[src/sv/tdg_pkg.sv]
// ----------------------------------------------------------------------------
// tdg_pkg: shared types and constants for the touch drag gesture filter
// Holds the event and result records, the event and register codes, and the
// configuration reset values.
// ----------------------------------------------------------------------------
`default_nettype none

package tdg_pkg;

  localparam int unsigned POS_W  = 10;
  localparam int unsigned ID_W   = 8;
  localparam int unsigned PAN_W  = 12;
  localparam int unsigned CFGI_W = 3;
  localparam int unsigned CFGD_W = 10;

  // Event kinds; the unused code is handled as a move
  typedef enum logic [1:0] {
    OP_DOWN = 2'd0,
    OP_UP   = 2'd1,
    OP_MOVE = 2'd2
  } op_t;

  // Configuration register indexes
  typedef enum logic [CFGI_W-1:0] {
    REG_SLOP_RADIUS  = 3'd0,
    REG_MAX_PAN_STEP = 3'd1,
    REG_BUTTON_MIN_X = 3'd2,
    REG_BUTTON_MIN_Y = 3'd3,
    REG_BUTTON_MAX_Y = 3'd4
  } cfg_reg_t;

  localparam logic [7:0]       SLOP_RADIUS_RST  = 8'd16;
  localparam logic [7:0]       MAX_PAN_STEP_RST = 8'd36;
  localparam logic [POS_W-1:0] BUTTON_MIN_X_RST = 10'd880;
  localparam logic [POS_W-1:0] BUTTON_MIN_Y_RST = 10'd380;
  localparam logic [POS_W-1:0] BUTTON_MAX_Y_RST = 10'd470;

  typedef struct packed {
    logic [7:0]       slop_radius;
    logic [7:0]       max_pan_step;
    logic [POS_W-1:0] button_min_x;
    logic [POS_W-1:0] button_min_y;
    logic [POS_W-1:0] button_max_y;
  } cfg_t;

  typedef struct packed {
    logic [1:0]       op;
    logic [ID_W-1:0]  touch_id;
    logic [POS_W-1:0] pos_x;
    logic [POS_W-1:0] pos_y;
    logic             selection_enabled;
  } evt_t;

  typedef struct packed {
    logic [1:0]              action;
    logic [ID_W-1:0]         out_id;
    logic [POS_W-1:0]        out_x;
    logic [POS_W-1:0]        out_y;
    logic                    pan_valid;
    logic signed [PAN_W-1:0] pan_dx;
    logic signed [PAN_W-1:0] pan_dy;
    logic                    armed_now;
  } res_t;

  // Motion state the arithmetic needs
  typedef struct packed {
    logic             moved;
    logic             selection_drag;
    logic [POS_W-1:0] down_x;
    logic [POS_W-1:0] down_y;
    logic [POS_W-1:0] last_x;
    logic [POS_W-1:0] last_y;
  } mot_state_t;

  // Motion arithmetic results
  typedef struct packed {
    logic                    inside_slop;
    logic                    nonzero;
    logic signed [PAN_W-1:0] pan_dx;
    logic signed [PAN_W-1:0] pan_dy;
  } mot_res_t;

endpackage

`default_nettype wire

[src/sv/touch_drag_gesture_filter_core.sv]
// Two register stages, the input register and then the result register, lie
// between an accepted request and its presented result.
// Throughput: one event per cycle while the result register is not stalled.
// A stalled result register holds a full input register, which then drops ready.
// Reset (rst_n low, synchronous) empties both stages, clears the touch state
// and loads the configuration registers with their default values.
// ----------------------------------------------------------------------------
// touch_drag_gesture_filter_core: touch slop and drag detector
// Registers each touch event, runs it through the tracker and forwards it
// with an optional pan delta and a selection arm flag.
// ----------------------------------------------------------------------------
`default_nettype none

module touch_drag_gesture_filter_core import tdg_pkg::*; (
  input  wire logic              clk,
  input  wire logic              rst_n,
  // Input events
  input  wire logic              in_tvalid,
  output logic                   in_tready,
  input  wire logic [31:0]       in_tdata,  // touch_id[7:0], pos_x[17:8], pos_y[27:18],
                                            // selection_enabled[28], zero[31:29]
  input  wire logic [1:0]        in_tuser,  // op[1:0]
  // Results
  output logic                   out_tvalid,
  input  wire logic              out_tready,
  output logic [55:0]            out_tdata, // out_id[7:0], out_x[17:8], out_y[27:18],
                                            // pan_valid[28], pan_dx[40:29],
                                            // pan_dy[52:41], armed_now[53], zero[55:54]
  output logic [1:0]             out_tuser, // action[1:0]
  // Configuration writes
  input  wire logic              cfg_valid,
  output logic                   cfg_ready,
  input  wire logic [CFGI_W-1:0] cfg_index,
  input  wire logic [CFGD_W-1:0] cfg_data
);

  cfg_t cfg_r;
  evt_t evt_r;
  logic in_v_r;
  res_t res;
  res_t out_r;
  logic out_v_r;
  logic advance;

  // Configuration registers
  assign cfg_ready = 1'b1;

  always_ff @(posedge clk) begin
    if (!rst_n) begin
      cfg_r.slop_radius  <= SLOP_RADIUS_RST;
      cfg_r.max_pan_step <= MAX_PAN_STEP_RST;
      cfg_r.button_min_x <= BUTTON_MIN_X_RST;
      cfg_r.button_min_y <= BUTTON_MIN_Y_RST;
      cfg_r.button_max_y <= BUTTON_MAX_Y_RST;
    end else if (cfg_valid && cfg_ready) begin
      unique case (cfg_reg_t'(cfg_index))
        REG_SLOP_RADIUS:  cfg_r.slop_radius  <= cfg_data[7:0];
        REG_MAX_PAN_STEP: cfg_r.max_pan_step <= cfg_data[7:0];
        REG_BUTTON_MIN_X: cfg_r.button_min_x <= cfg_data;
        REG_BUTTON_MIN_Y: cfg_r.button_min_y <= cfg_data;
        REG_BUTTON_MAX_Y: cfg_r.button_max_y <= cfg_data;
        default: ;
      endcase
    end
  end

  // Pipeline flow: the input stage moves when the result register is free
  assign advance   = !out_v_r || out_tready;
  assign in_tready = !in_v_r || advance;

  always_ff @(posedge clk) begin
    if (!rst_n) begin
      in_v_r <= 1'b0;
    end else if (in_tready) begin
      in_v_r <= in_tvalid;
    end
  end

  always_ff @(posedge clk) begin
    if (in_tvalid && in_tready) begin
      evt_r.op                <= in_tuser;
      evt_r.touch_id          <= in_tdata[7:0];
      evt_r.pos_x             <= in_tdata[17:8];
      evt_r.pos_y             <= in_tdata[27:18];
      evt_r.selection_enabled <= in_tdata[28];
    end
  end

  tdg_tracker u_tracker (
    .clk   (clk),
    .rst_n (rst_n),
    .step  (in_v_r && advance),
    .evt   (evt_r),
    .cfg   (cfg_r),
    .res   (res)
  );

  // Result register
  always_ff @(posedge clk) begin
    if (!rst_n) begin
      out_v_r <= 1'b0;
    end else if (advance) begin
      out_v_r <= in_v_r;
    end
  end

  always_ff @(posedge clk) begin
    if (advance && in_v_r) begin
      out_r <= res;
    end
  end

  assign out_tvalid = out_v_r;
  assign out_tuser  = out_r.action;
  assign out_tdata  = {2'b00, out_r.armed_now, out_r.pan_dy, out_r.pan_dx,
                       out_r.pan_valid, out_r.out_y, out_r.out_x, out_r.out_id};

  ap_pan_only_on_move: assert property (@(posedge clk) disable iff (!rst_n)
    (out_v_r && out_r.pan_valid) |-> (out_r.action == OP_MOVE))
    else $error("pan delta on a non-move result");

  ap_arm_only_on_up: assert property (@(posedge clk) disable iff (!rst_n)
    (out_v_r && out_r.armed_now) |-> (out_r.action == OP_UP))
    else $error("selection armed by a non-release result");

  ap_no_pan_zero: assert property (@(posedge clk) disable iff (!rst_n)
    (out_v_r && !out_r.pan_valid) |-> (out_r.pan_dx == '0 && out_r.pan_dy == '0))
    else $error("pan delta nonzero without pan_valid");

  ap_stall_blocks_input: assert property (@(posedge clk) disable iff (!rst_n)
    (in_v_r && out_v_r && !out_tready) |-> !in_tready)
    else $error("input taken while both stages are held");

endmodule

`default_nettype wire

[src/sv/tdg_motion.sv]
// ----------------------------------------------------------------------------
// tdg_motion: slop test and pan delta arithmetic
// Forms the delta from the down or last point, checks it against the slop
// circle and scales or clamps it into a half-pixel pan delta.
// ----------------------------------------------------------------------------
`default_nettype none

module tdg_motion import tdg_pkg::*; (
  input  wire logic [POS_W-1:0] pos_x,
  input  wire logic [POS_W-1:0] pos_y,
  input  wire mot_state_t       st,
  input  wire logic [7:0]       slop_radius,
  input  wire logic [7:0]       max_pan_step,
  output mot_res_t              res
);

  logic             use_last;
  logic [POS_W-1:0] ref_x;
  logic [POS_W-1:0] ref_y;
  logic signed [POS_W:0]     dx;
  logic signed [POS_W:0]     dy;
  logic signed [2*POS_W+1:0] sq_x;
  logic signed [2*POS_W+1:0] sq_y;
  logic [2*POS_W+1:0]        dist2;
  logic [15:0]               slop2;
  logic signed [POS_W+2:0]   dx_ext;
  logic signed [POS_W+2:0]   dy_ext;
  logic signed [POS_W+2:0]   tri_x;
  logic signed [POS_W+2:0]   tri_y;
  logic signed [POS_W+2:0]   lim;
  logic signed [POS_W+2:0]   clamp_x;
  logic signed [POS_W+2:0]   clamp_y;

  // Pick the reference point: last point only for a normal drag in progress
  assign use_last = st.moved && !st.selection_drag;
  assign ref_x    = use_last ? st.last_x : st.down_x;
  assign ref_y    = use_last ? st.last_y : st.down_y;

  assign dx = $signed({1'b0, pos_x}) - $signed({1'b0, ref_x});
  assign dy = $signed({1'b0, pos_y}) - $signed({1'b0, ref_y});

  // Squared distance against squared slop radius
  assign sq_x  = $signed({{(POS_W+1){dx[POS_W]}}, dx}) *
                 $signed({{(POS_W+1){dx[POS_W]}}, dx});
  assign sq_y  = $signed({{(POS_W+1){dy[POS_W]}}, dy}) *
                 $signed({{(POS_W+1){dy[POS_W]}}, dy});
  assign dist2 = {1'b0, sq_x[2*POS_W:0]} + {1'b0, sq_y[2*POS_W:0]};
  assign slop2 = {8'd0, slop_radius} * {8'd0, slop_radius};

  // Scale by 1.5 pixels (3 half pixels) and clamp to twice the max step
  assign dx_ext = {{2{dx[POS_W]}}, dx};
  assign dy_ext = {{2{dy[POS_W]}}, dy};
  assign tri_x  = dx_ext + (dx_ext <<< 1);
  assign tri_y  = dy_ext + (dy_ext <<< 1);
  assign lim    = $signed({4'b0000, max_pan_step, 1'b0});

  always_comb begin
    priority if (tri_x > lim) begin
      clamp_x = lim;
    end else if (tri_x < -lim) begin
      clamp_x = -lim;
    end else begin
      clamp_x = tri_x;
    end
    priority if (tri_y > lim) begin
      clamp_y = lim;
    end else if (tri_y < -lim) begin
      clamp_y = -lim;
    end else begin
      clamp_y = tri_y;
    end
  end

  always_comb begin
    res.inside_slop = dist2 < {6'd0, slop2};
    res.nonzero     = (dx != '0) || (dy != '0);
    if (st.selection_drag) begin
      res.pan_dx = {dx, 1'b0};
      res.pan_dy = {dy, 1'b0};
    end else begin
      res.pan_dx = clamp_x[PAN_W-1:0];
      res.pan_dy = clamp_y[PAN_W-1:0];
    end
  end

endmodule

`default_nettype wire

[src/sv/tdg_tracker.sv]
// ----------------------------------------------------------------------------
// tdg_tracker: active touch state and per-event decision
// Keeps the active touch, its down and last points and the gesture flags,
// and turns one event into one result while updating that state.
// ----------------------------------------------------------------------------
`default_nettype none

module tdg_tracker import tdg_pkg::*; (
  input  wire logic clk,
  input  wire logic rst_n,
  input  wire logic step,
  input  wire evt_t evt,
  input  wire cfg_t cfg,
  output res_t      res
);

  logic             moved_r, moved_nxt;
  logic             active_valid_r, active_valid_nxt;
  logic [ID_W-1:0]  active_touch_r, active_touch_nxt;
  logic [POS_W-1:0] down_x_r, down_x_nxt;
  logic [POS_W-1:0] down_y_r, down_y_nxt;
  logic [POS_W-1:0] last_x_r, last_x_nxt;
  logic [POS_W-1:0] last_y_r, last_y_nxt;
  logic             selection_armed_r, selection_armed_nxt;
  logic             selection_drag_r, selection_drag_nxt;

  mot_state_t mst;
  mot_res_t   mres;
  logic       match;
  logic       in_button;
  logic       go;

  assign mst.moved          = moved_r;
  assign mst.selection_drag = selection_drag_r;
  assign mst.down_x         = down_x_r;
  assign mst.down_y         = down_y_r;
  assign mst.last_x         = last_x_r;
  assign mst.last_y         = last_y_r;

  tdg_motion u_motion (
    .pos_x        (evt.pos_x),
    .pos_y        (evt.pos_y),
    .st           (mst),
    .slop_radius  (cfg.slop_radius),
    .max_pan_step (cfg.max_pan_step),
    .res          (mres)
  );

  assign match     = active_valid_r && (active_touch_r == evt.touch_id);
  assign in_button = (evt.pos_x >= cfg.button_min_x) &&
                     (evt.pos_y >= cfg.button_min_y) &&
                     (evt.pos_y <= cfg.button_max_y);

  // Decide the event and the next state
  always_comb begin
    moved_nxt           = moved_r;
    active_valid_nxt    = active_valid_r;
    active_touch_nxt    = active_touch_r;
    down_x_nxt          = down_x_r;
    down_y_nxt          = down_y_r;
    last_x_nxt          = last_x_r;
    last_y_nxt          = last_y_r;
    selection_armed_nxt = selection_armed_r;
    selection_drag_nxt  = selection_drag_r;
    go                  = 1'b0;

    res.action    = evt.op;
    res.out_id    = evt.touch_id;
    res.out_x     = evt.pos_x;
    res.out_y     = evt.pos_y;
    res.pan_valid = 1'b0;
    res.pan_dx    = '0;
    res.pan_dy    = '0;
    res.armed_now = 1'b0;

    unique case (op_t'(evt.op))
      OP_DOWN: begin
        moved_nxt           = 1'b0;
        active_valid_nxt    = 1'b1;
        active_touch_nxt    = evt.touch_id;
        selection_drag_nxt  = selection_armed_r;
        selection_armed_nxt = 1'b0;
        down_x_nxt          = evt.pos_x;
        down_y_nxt          = evt.pos_y;
        last_x_nxt          = evt.pos_x;
        last_y_nxt          = evt.pos_y;
      end
      OP_UP: begin
        if (match) begin
          active_valid_nxt = 1'b0;
        end
        // Arm selection on an untouched release inside the button region
        if (!moved_r && in_button) begin
          selection_armed_nxt = 1'b1;
          res.armed_now       = 1'b1;
        end
      end
      default: begin
        res.action = OP_MOVE;
        if (match) begin
          go = 1'b1;
          if (!moved_r) begin
            if (mres.inside_slop) begin
              go = 1'b0;
            end else if (!evt.selection_enabled) begin
              // First crossing only starts the drag
              moved_nxt  = 1'b1;
              last_x_nxt = evt.pos_x;
              last_y_nxt = evt.pos_y;
              go         = 1'b0;
            end
          end
          if (go && mres.nonzero) begin
            res.pan_valid = 1'b1;
            res.pan_dx    = mres.pan_dx;
            res.pan_dy    = mres.pan_dy;
            last_x_nxt    = evt.pos_x;
            last_y_nxt    = evt.pos_y;
            moved_nxt     = 1'b1;
          end
        end
      end
    endcase
  end

  // Hold control state, commit on each step
  always_ff @(posedge clk) begin
    if (!rst_n) begin
      moved_r           <= 1'b0;
      active_valid_r    <= 1'b0;
      active_touch_r    <= '0;
      selection_armed_r <= 1'b0;
      selection_drag_r  <= 1'b0;
    end else if (step) begin
      moved_r           <= moved_nxt;
      active_valid_r    <= active_valid_nxt;
      active_touch_r    <= active_touch_nxt;
      selection_armed_r <= selection_armed_nxt;
      selection_drag_r  <= selection_drag_nxt;
    end
  end

  // Positions are only read once a touch went down
  always_ff @(posedge clk) begin
    if (step) begin
      down_x_r <= down_x_nxt;
      down_y_r <= down_y_nxt;
      last_x_r <= last_x_nxt;
      last_y_r <= last_y_nxt;
    end
  end

  ap_down_activates: assert property (@(posedge clk) disable iff (!rst_n)
    (step && evt.op == OP_DOWN) |=> active_valid_r && !moved_r && !selection_armed_r)
    else $error("down event did not open a fresh touch");

endmodule

`default_nettype wire

[config.mk]
export PLATFORM = sky130hd
export DESIGN_NAME = touch_drag_gesture_filter_core
export DESIGN_NICKNAME = d
export VERILOG_FILES = /design/src/sv/tdg_pkg.sv /design/src/sv/touch_drag_gesture_filter_core.sv /design/src/sv/tdg_motion.sv /design/src/sv/tdg_tracker.sv
export SDC_FILE = /design/constraint.sdc
export NUM_CORES = 1
export LEC_CHECK = 0
export BUFFER_PORTS_ARGS = -buffer_cell sky130_fd_sc_hd__buf_2
export CAP_MARGIN = 20
export CORE_MARGIN = 4
export CORE_UTILIZATION = 53
export DETAILED_ROUTE_END_ITERATION = 7
export PLACE_DENSITY_LB_ADDON = 0.12
export SLEW_MARGIN = 20
export SYNTH_ARGS = -nofsm -noshare
export SYNTH_HDL_FRONTEND = slang
export SYNTH_SLANG_ARGS = --single-unit
[constraint.sdc]
create_clock -name clk -period 10.33 [get_ports clk]
set_clock_uncertainty 0.1 [all_clocks]
set_input_delay 0.5165 -clock clk [delete_from_list [all_inputs] [get_ports clk]]
set_output_delay 0.5165 -clock clk [all_outputs]
set_load 0.01 [all_outputs]
# Word-level counts from Yosys, hierarchy flattened
# Index checks and enable logic that the tools add are counted.
[word_totals]
ff_bits = 187
latch_bits = 0
mem_bits_rw = 0
romBits = 0
output_inout_bits = 61
n_memories = 0
[classes]
addsub = 6
mul = 3
n_div = 0
order_cmp = 8
eq_ne = 11
shifts = 0
n_mux = 36
bitwise_logic = 3
reduce_logical = 36
[ops]
columns = ["op", "n"]
rows = [
  ["$mux W10", 12],
  ["$mux W12", 4],
  ["$mul A11 B11 Y21", 2],
  ["$pmux W10 S2", 2],
  ["$add A11 B12 Y13", 2],
  ["$gt A13 B10 Y1", 2],
  ["$lt A13 B13 Y1", 2],
  ["$mux W25", 1],
  ["$mux W24", 1],
  ["$add A21 B21 Y22", 1],
  ["$lt A22 B16 Y1", 1],
  ["$reduce_bool A11 Y1", 2],
  ["$sub A10 B10 Y11", 2],
  ["$ge A10 B10 Y1", 2],
  ["$mul A8 B8 Y16", 1],
  ["$mux W1", 13],
  ["$neg A9 Y13", 1],
  ["$reduce_and A2 Y1", 6],
  ["$reduce_or A6 Y1", 2],
  ["$le A10 B10 Y1", 1],
  ["$reduce_and A3 Y1", 3],
  ["$eq A8 B8 Y1", 1],
  ["$logic_and A1 B1 Y1", 8],
  ["$eq A3 B2 Y1 const B", 2],
  ["17 further kinds", 29],
]

# Logic depth before layout (Yosys ltp)
[logic_depth]
ltp_word = 15
depth_mapped = 50

# Cells and area by module
# From an unflattened synthesis, not the netlist that was laid out.
[unflattened]
cells_unflattened = 2270
area_unflattened_um2 = 21833.4
[by_module_without_submodules]
columns = ["mod", "n_inst", "cells_per_inst", "area_per_inst_um2", "seq_area_each_um2"]
rows = [
  ["tdg_motion", 1, 1722, 14333.7, 0.0],
  ["touch_drag_gesture_filter_core", 1, 277, 4555.6, 3573.4],
  ["tdg_tracker", 1, 271, 2944.1, 1441.4],
]

# Least setup slack after synthesis
# Ideal clock, no wire load.
[synth_timing]
kind = "flip-flop to flip-flop"
from = "register u_tracker.moved_r"
to = "register u_tracker.last_x_r[0] (enable)"
setup_time_ps = 395
t_arrival_ps = 10098
required_time_ps = 9835
setup_slack_ps = -263
stages_incl_launch_ff = 47
path_buffers = 1
period_less_slack_ps = 10593
path_cell_list = "dfxtp_1 > nor2b_1 > buf_1 > nand2_1 > nand2_1 > inv_1 > ha_1 > nor2b_1 > o21ai_0 > a21boi_0 > o21a_1 > or2_2 > xor2_1 > ha_1 > inv_1 > fa_1 > inv_1 > fa_1 > [11 not listed] > a21oi_1 > xnor2_1 > ha_1 > a21o_1 > a31oi_1 > o21bai_1 > a21oi_1 > xnor2_1 > ha_1 > a211o_1 > a211oi_1 > o311a_1 > o221ai_1 > a211o_1 > nor3_1 > nand4b_1 > o211ai_1 > nand2_1"
[synth_between]
elab_chain_cells = 13
[synth_rtl]
columns = ["item", "line", "rtl"]
rows = [
  ["start: declaration", "tdg_tracker.sv:17", "logic moved_r, moved_nxt;"],
  ["start signal: assignment", "tdg_tracker.sv:135", "moved_r <= moved_nxt;"],
  ["$logic_and A1 B1 Y1", "tdg_motion.sv:35", "assign use_last = st.moved && !st.selection_drag;"],
  ["$mux W10 (on tied branches)", "tdg_motion.sv:36, tdg_motion.sv:37", ""],
  ["$sub A10 B10 Y11 (on tied branches)", "tdg_motion.sv:39, tdg_motion.sv:40", ""],
  ["$mul A11 B11 Y21 (on tied branches)", "tdg_motion.sv:43, tdg_motion.sv:45", ""],
  ["$add A21 B21 Y22", "tdg_motion.sv:47", "assign dist2 = {1'b0, sq_x[2*POS_W:0]} + {1'b0, sq_y[2*POS_W:0]};"],
  ["$lt A22 B16 Y1", "tdg_motion.sv:75", "res.inside_slop = dist2 < {6'd0, slop2};"],
  ["$mux W1", "tdg_tracker.sv:103", "if (mres.inside_slop) begin"],
  ["$mux W1", "tdg_tracker.sv:102", "if (!moved_r) begin"],
  ["$mux W1", "tdg_tracker.sv:100", "if (match) begin"],
  ["$mux W1", "tdg_tracker.sv:76", "unique case (op_t'(evt.op))"],
  ["$logic_and A1 B1 Y1", "tdg_tracker.sv:113", "if (go && mres.nonzero) begin"],
  ["$ne A3 B3 Y1 (no line) or $ne A3 B1 Y1 (tied branches)", "--", ""],
  ["$reduce_and A6 Y1 (no line) *", "--", ""],
  ["end signal: assignment", "tdg_tracker.sv:148", "last_x_r <= last_x_nxt;"],
  ["end: declaration", "tdg_tracker.sv:22", "logic [POS_W-1:0] last_x_r, last_x_nxt;"],
]
# Mark *: on every way between the ends. The rest lies on a longest branch, timed or not. The select of a mux whose other input is x is not followed.
# A chain may end at the register's enable or synchronous reset.

# Final worst setup path
[layout_timing]
from = "register u_tracker.moved_r"
to = "register u_tracker.last_x_r[7] (enable)"
# The elaborated chain is that of the path after synthesis.

==> metrics.md <==
| Metric | Value |
|---|---|
| Status | `complete, no violations` |
| Total Wirelength | `~54000 µm` |
| Number of cell rows | `73` |
| RR Endpoint | `u_tracker.last_x_r[7]` |
| Final setup viols | `0` |
| Root Driver | `clkbuf_16` |
| Gr usage total | `roughly a quarter` |
| Htree depth | `4` |
| DR pass1 iterations | `6` |
| Clock sinks | `187` |
| Max-cap violations | `0` |
| Worst min path class | `in2reg` |
| CORE AREA | `approximately 40000 µm²` |
| Final Cycle Share | `96.88%` |
| Hold Path Origin | `in_tdata[28]` |
| Hold EP | `evt_r[0]` |
| Drt via density | `5.334` |
| CP Capture Type | `flip-flop` |
| Clk slew on worst S/H paths | `about 0.070 ns` |
| Yosys reg bits | `187` |
| CP arrival | `a little over 10 ns` |
| Die Height | `208.8 µm` |
| Crit-path max FO | `5` |
| Hold Fails Final Rpt | `0` |
| CTS Buf Count | `17` |
| RSZ-0062 raised after global routing | `true` |
| Tmin final | `10.01 ns` |
| Gate Count Post-Synth | `2274` |
| Remaining DRCs | `0` |
| Area of the multi-input gates | `15230 µm²` |
| Initial core utilization | `~54%` |
| Worst R2R Setup Slack | `approximately 0.32 ns` |
| Worst-skew pair later-pin latency | `around 0.44 ns` |
| EDFF count, synth | `~130` |
| Gr ovfl total | `0` |
| Crit-path max cell delay | `0.56 ns` |
| Number of nets still failing antenna checks after routing | `0` |
| Initial antenna violation count | `0` |
| R2r worst-path depth | `between 40 and 50` |
| First-pass GRT wire length | `86780 µm` |
| Reg2reg start | `u_tracker.moved_r` |
| Final nets | `approximately 3.1k` |
| Largest net degree at the start of global routing | `62` |
| Placer Congestion | `roughly 0.91` |
| Post-synthesis sequential area ratio | `23.47%` |
| Core Util, Final | `between 60% and 70%` |
| Max Clk Rate | `0.09992 GHz` |
| Setup Total Neg Slack | `0 ns` |
| Clock buffer depth | `2` |
| Die ar. | `between 40000 and 50000 µm²` |
| Count of different cell masters after synthesis | `80` |
| Post-layout worst setup margin | `about 0.32 ns` |
| Startpoint class of the critical path | `flip-flop` |
| Slew Limit Fails | `0` |
| Fill count | `~3.4k` |
| Hold buffers post-CTS | `0` |
| Ys Warns | `0` |
| Layout cells sized above 1 | `approximately a fifth` |
| Die X | `208.8 µm` |
| Port Buffers | `106` |
| Dpl ws | `-0.2720 ns` |
| DR vias | `about 16k` |
| Slew Limit Headroom | `between 30% and 40%` |
| Vias in the first global route | `16.94k` |
| Syn avg cell area | `about 9.4 µm²` |
| Detailed-placement wirelength estimate | `around 44000 µm` |
| Worst-margin pin slew | `roughly 0.99 ns` |
| Synthesis-to-layout area growth | `18.23%` |
| Wire per inst | `17.46 µm` |
| Mapped Area | `21360 µm²` |
| Async S/R FF share, synth | `0%` |
| CTS tree | `yes` |
| Hold Path Cell Cnt | `1` |
| Setup CP Type | `reg2reg` |
| Diode count | `0` |
| Io pins | `113` |
| Slowest CP cell | `fa_1` |
| Sequential cell area | `5020 µm²` |
| Post-synth top flop | `edfxtp_1` |
| Detailed router's first-iteration violation count | `around 870` |
| CP required | `about 10 ns` |
-- flip-flops by register name (all words and copies together) (netlist names) --
register / flops
out_tuser: 2
cfg_r: 46
u_tracker.active_valid_r: 1
in_v_r: 1
out_tdata: 54
u_tracker.down_y_r: 10
u_tracker.last_y_r: 10
u_tracker.down_x_r: 10
u_tracker.last_x_r: 10
u_tracker.moved_r: 1
out_tvalid: 1
u_tracker.active_touch_r: 8
u_tracker.selection_armed_r: 1
evt_r: 31
u_tracker.selection_drag_r: 1
-- kinds of logic (layout without fill, tap and decap cells) --
| logic type | count (synthesis) | in the layout | synth area share, % |
|---|---|---|---|
| xor gates and xnor gates | 113 | 113 | 4.633 |
| AOI/OAI and AO/OA | 373 | 373 | 12.05 |
| buffers and inverters | 480 | 767 | 8.610 |
| DFF | 187 | 187 | 23.47 |
| other | 2 | 3 | 0.03515 |
| and+or+nand+nor | 592 | 592 | 12.65 |
| adders and majority gates | 498 | 498 | 37.18 |
| muxes | 29 | 29 | 1.371 |
-- worst max-delay path by stage --
| stage | from | to | slack [ns] | depth (start not counted) |
|---|---|---|---|---|
| floorplan | u_tracker.selection_drag_r | u_tracker.last_x_r[0] | 0.004 | 48 |
| global placement | u_tracker.selection_drag_r | u_tracker.last_x_r[8] | -0.12 | 48 |
| detailed placement | u_tracker.moved_r | u_tracker.last_x_r[4] | -0.27 | 46 |
| CTS | u_tracker.moved_r | u_tracker.last_x_r[7] | 0.008 | 49 |
| global route | u_tracker.moved_r | u_tracker.last_x_r[3] | -0.17 | 49 |
| finish | u_tracker.moved_r | u_tracker.last_x_r[7] | 0.32 | 49 |
-- critical path, delay by kind of cell, from the launching register on --
family                   cells  cell delay (ns)
flip-flops                   1             0.33
AO/OA/AOI/OAI               15             2.71
XOR/XNOR                     3             0.48
buffers and inverters       12             1.16
adder cells (fa/ha/maj)      9             3.61
AND/OR/NAND/NOR             10             1.35
-- synthesized netlist by cell type (all sizes together), types with 5 or more instances --
master   number  area (µm²)
a2111oi      11       103.9
a211o         6       52.55
a211oi       13       97.59
a21boi       41       307.8
a21o         23       172.7
a21oi        97       493.0
a311oi        5       43.79
a31o          5       43.79
a31oi        10       62.56
a32oi         5       43.79
and2         27       168.9
and3         12       75.07
buf           9       71.32
clkbuf       37       138.9
dfxtp        60        1201
edfxtp      127        3814
fa          228        4564
ha          270        3378
inv         432        1622
mux2i        27       270.3
nand2       234       878.3
nand2b       21       131.4
nand3        24       120.1
nand4        12       75.07
nor2        152       570.6
nor2b        26       162.7
nor3         39       195.2
nor4          6       43.79
o211ai       39       297.8
o21a          5       37.54
o21ai        59       295.3
o21bai       10       75.07
or2          10       62.56
or3          11       68.82
xnor2        76       665.6
xor2         37       324.1
-- final cells by class --
class,count,share of cell area (%)
Multi-Input combinational cell,1608,60.29
Sequential cell,187,19.88
Timing Repair Buffer,301,8.214
Inverter,434,6.465
Tap cell,525,2.601
Clock buffer,18,1.699
Clock inverter,14,0.8570
-- cells in the final DEF (no fill, tap or decap), types with 16 or more instances in the layout --
| master | netlist | final |
|---|---|---|
| nand3_1 | 24 | 23 |
| mux2i_1 | 27 | 27 |
| o21ai_0 | 57 | 47 |
| nand2b_1 | 21 | 21 |
| a21oi_1 | 95 | 83 |
| nor2_1 | 152 | 137 |
| buf_6 | 3 | 16 |
| a21boi_0 | 41 | 39 |
| ha_1 | 270 | 251 |
| clkbuf_16 | 0 | 17 |
| buf_4 | 4 | 177 |
| nor2b_1 | 26 | 19 |
| nor3_1 | 39 | 33 |
| nand2_1 | 234 | 225 |
| buf_2 | 0 | 106 |
| edfxtp_1 | 127 | 127 |
| fa_1 | 228 | 221 |
| xor2_1 | 37 | 34 |
| and2_1 | 27 | 25 |
| dfxtp_1 | 60 | 58 |
| o211ai_1 | 38 | 38 |
| inv_1 | 429 | 411 |
| inv_2 | 3 | 21 |
| a21o_1 | 23 | 23 |
| xnor2_1 | 76 | 65 |
-- timing repair --
| action | in CTS | in global routing |
|---|---|---|
| gates resized for setup | 31 | 160 |
| cloned | 2 | 0 |
| buffers inserted | 4 | 27 |
| setup endpoints to repair | 45 | 46 |
| pin swaps | 13 | 100 |
-- stage by stage --
step / hold slack (ns) / std cells / area (µm²)
2_1_floorplan: 0.3406 / 2275 / 21380
3_3_place_gp: 0.3585 / 3022 / 23590
3_5_place_dp: 0.3629 / 3023 / 23600
4_1_cts: 0.1341 / 3061 / 24400
5_1_grt: 0.1350 / 3087 / 25260
6_report: 0.1546 / 3087 / 25260
-- metal layers --
layer | wire length, µm | up-vias | track usage, %
li1 | - | 8078 | -
met1 | 23830 | 7920 | 32.84
met2 | 25960 | 384 | 41.32
met3 | 2413 | 83 | 3.648
met4 | 1702 | 0 | 7.921
met5 | 0 | - | 0
Power is not shown: default switching activity piles up to over one toggle a cycle in this logic, so the estimate is an artifact.
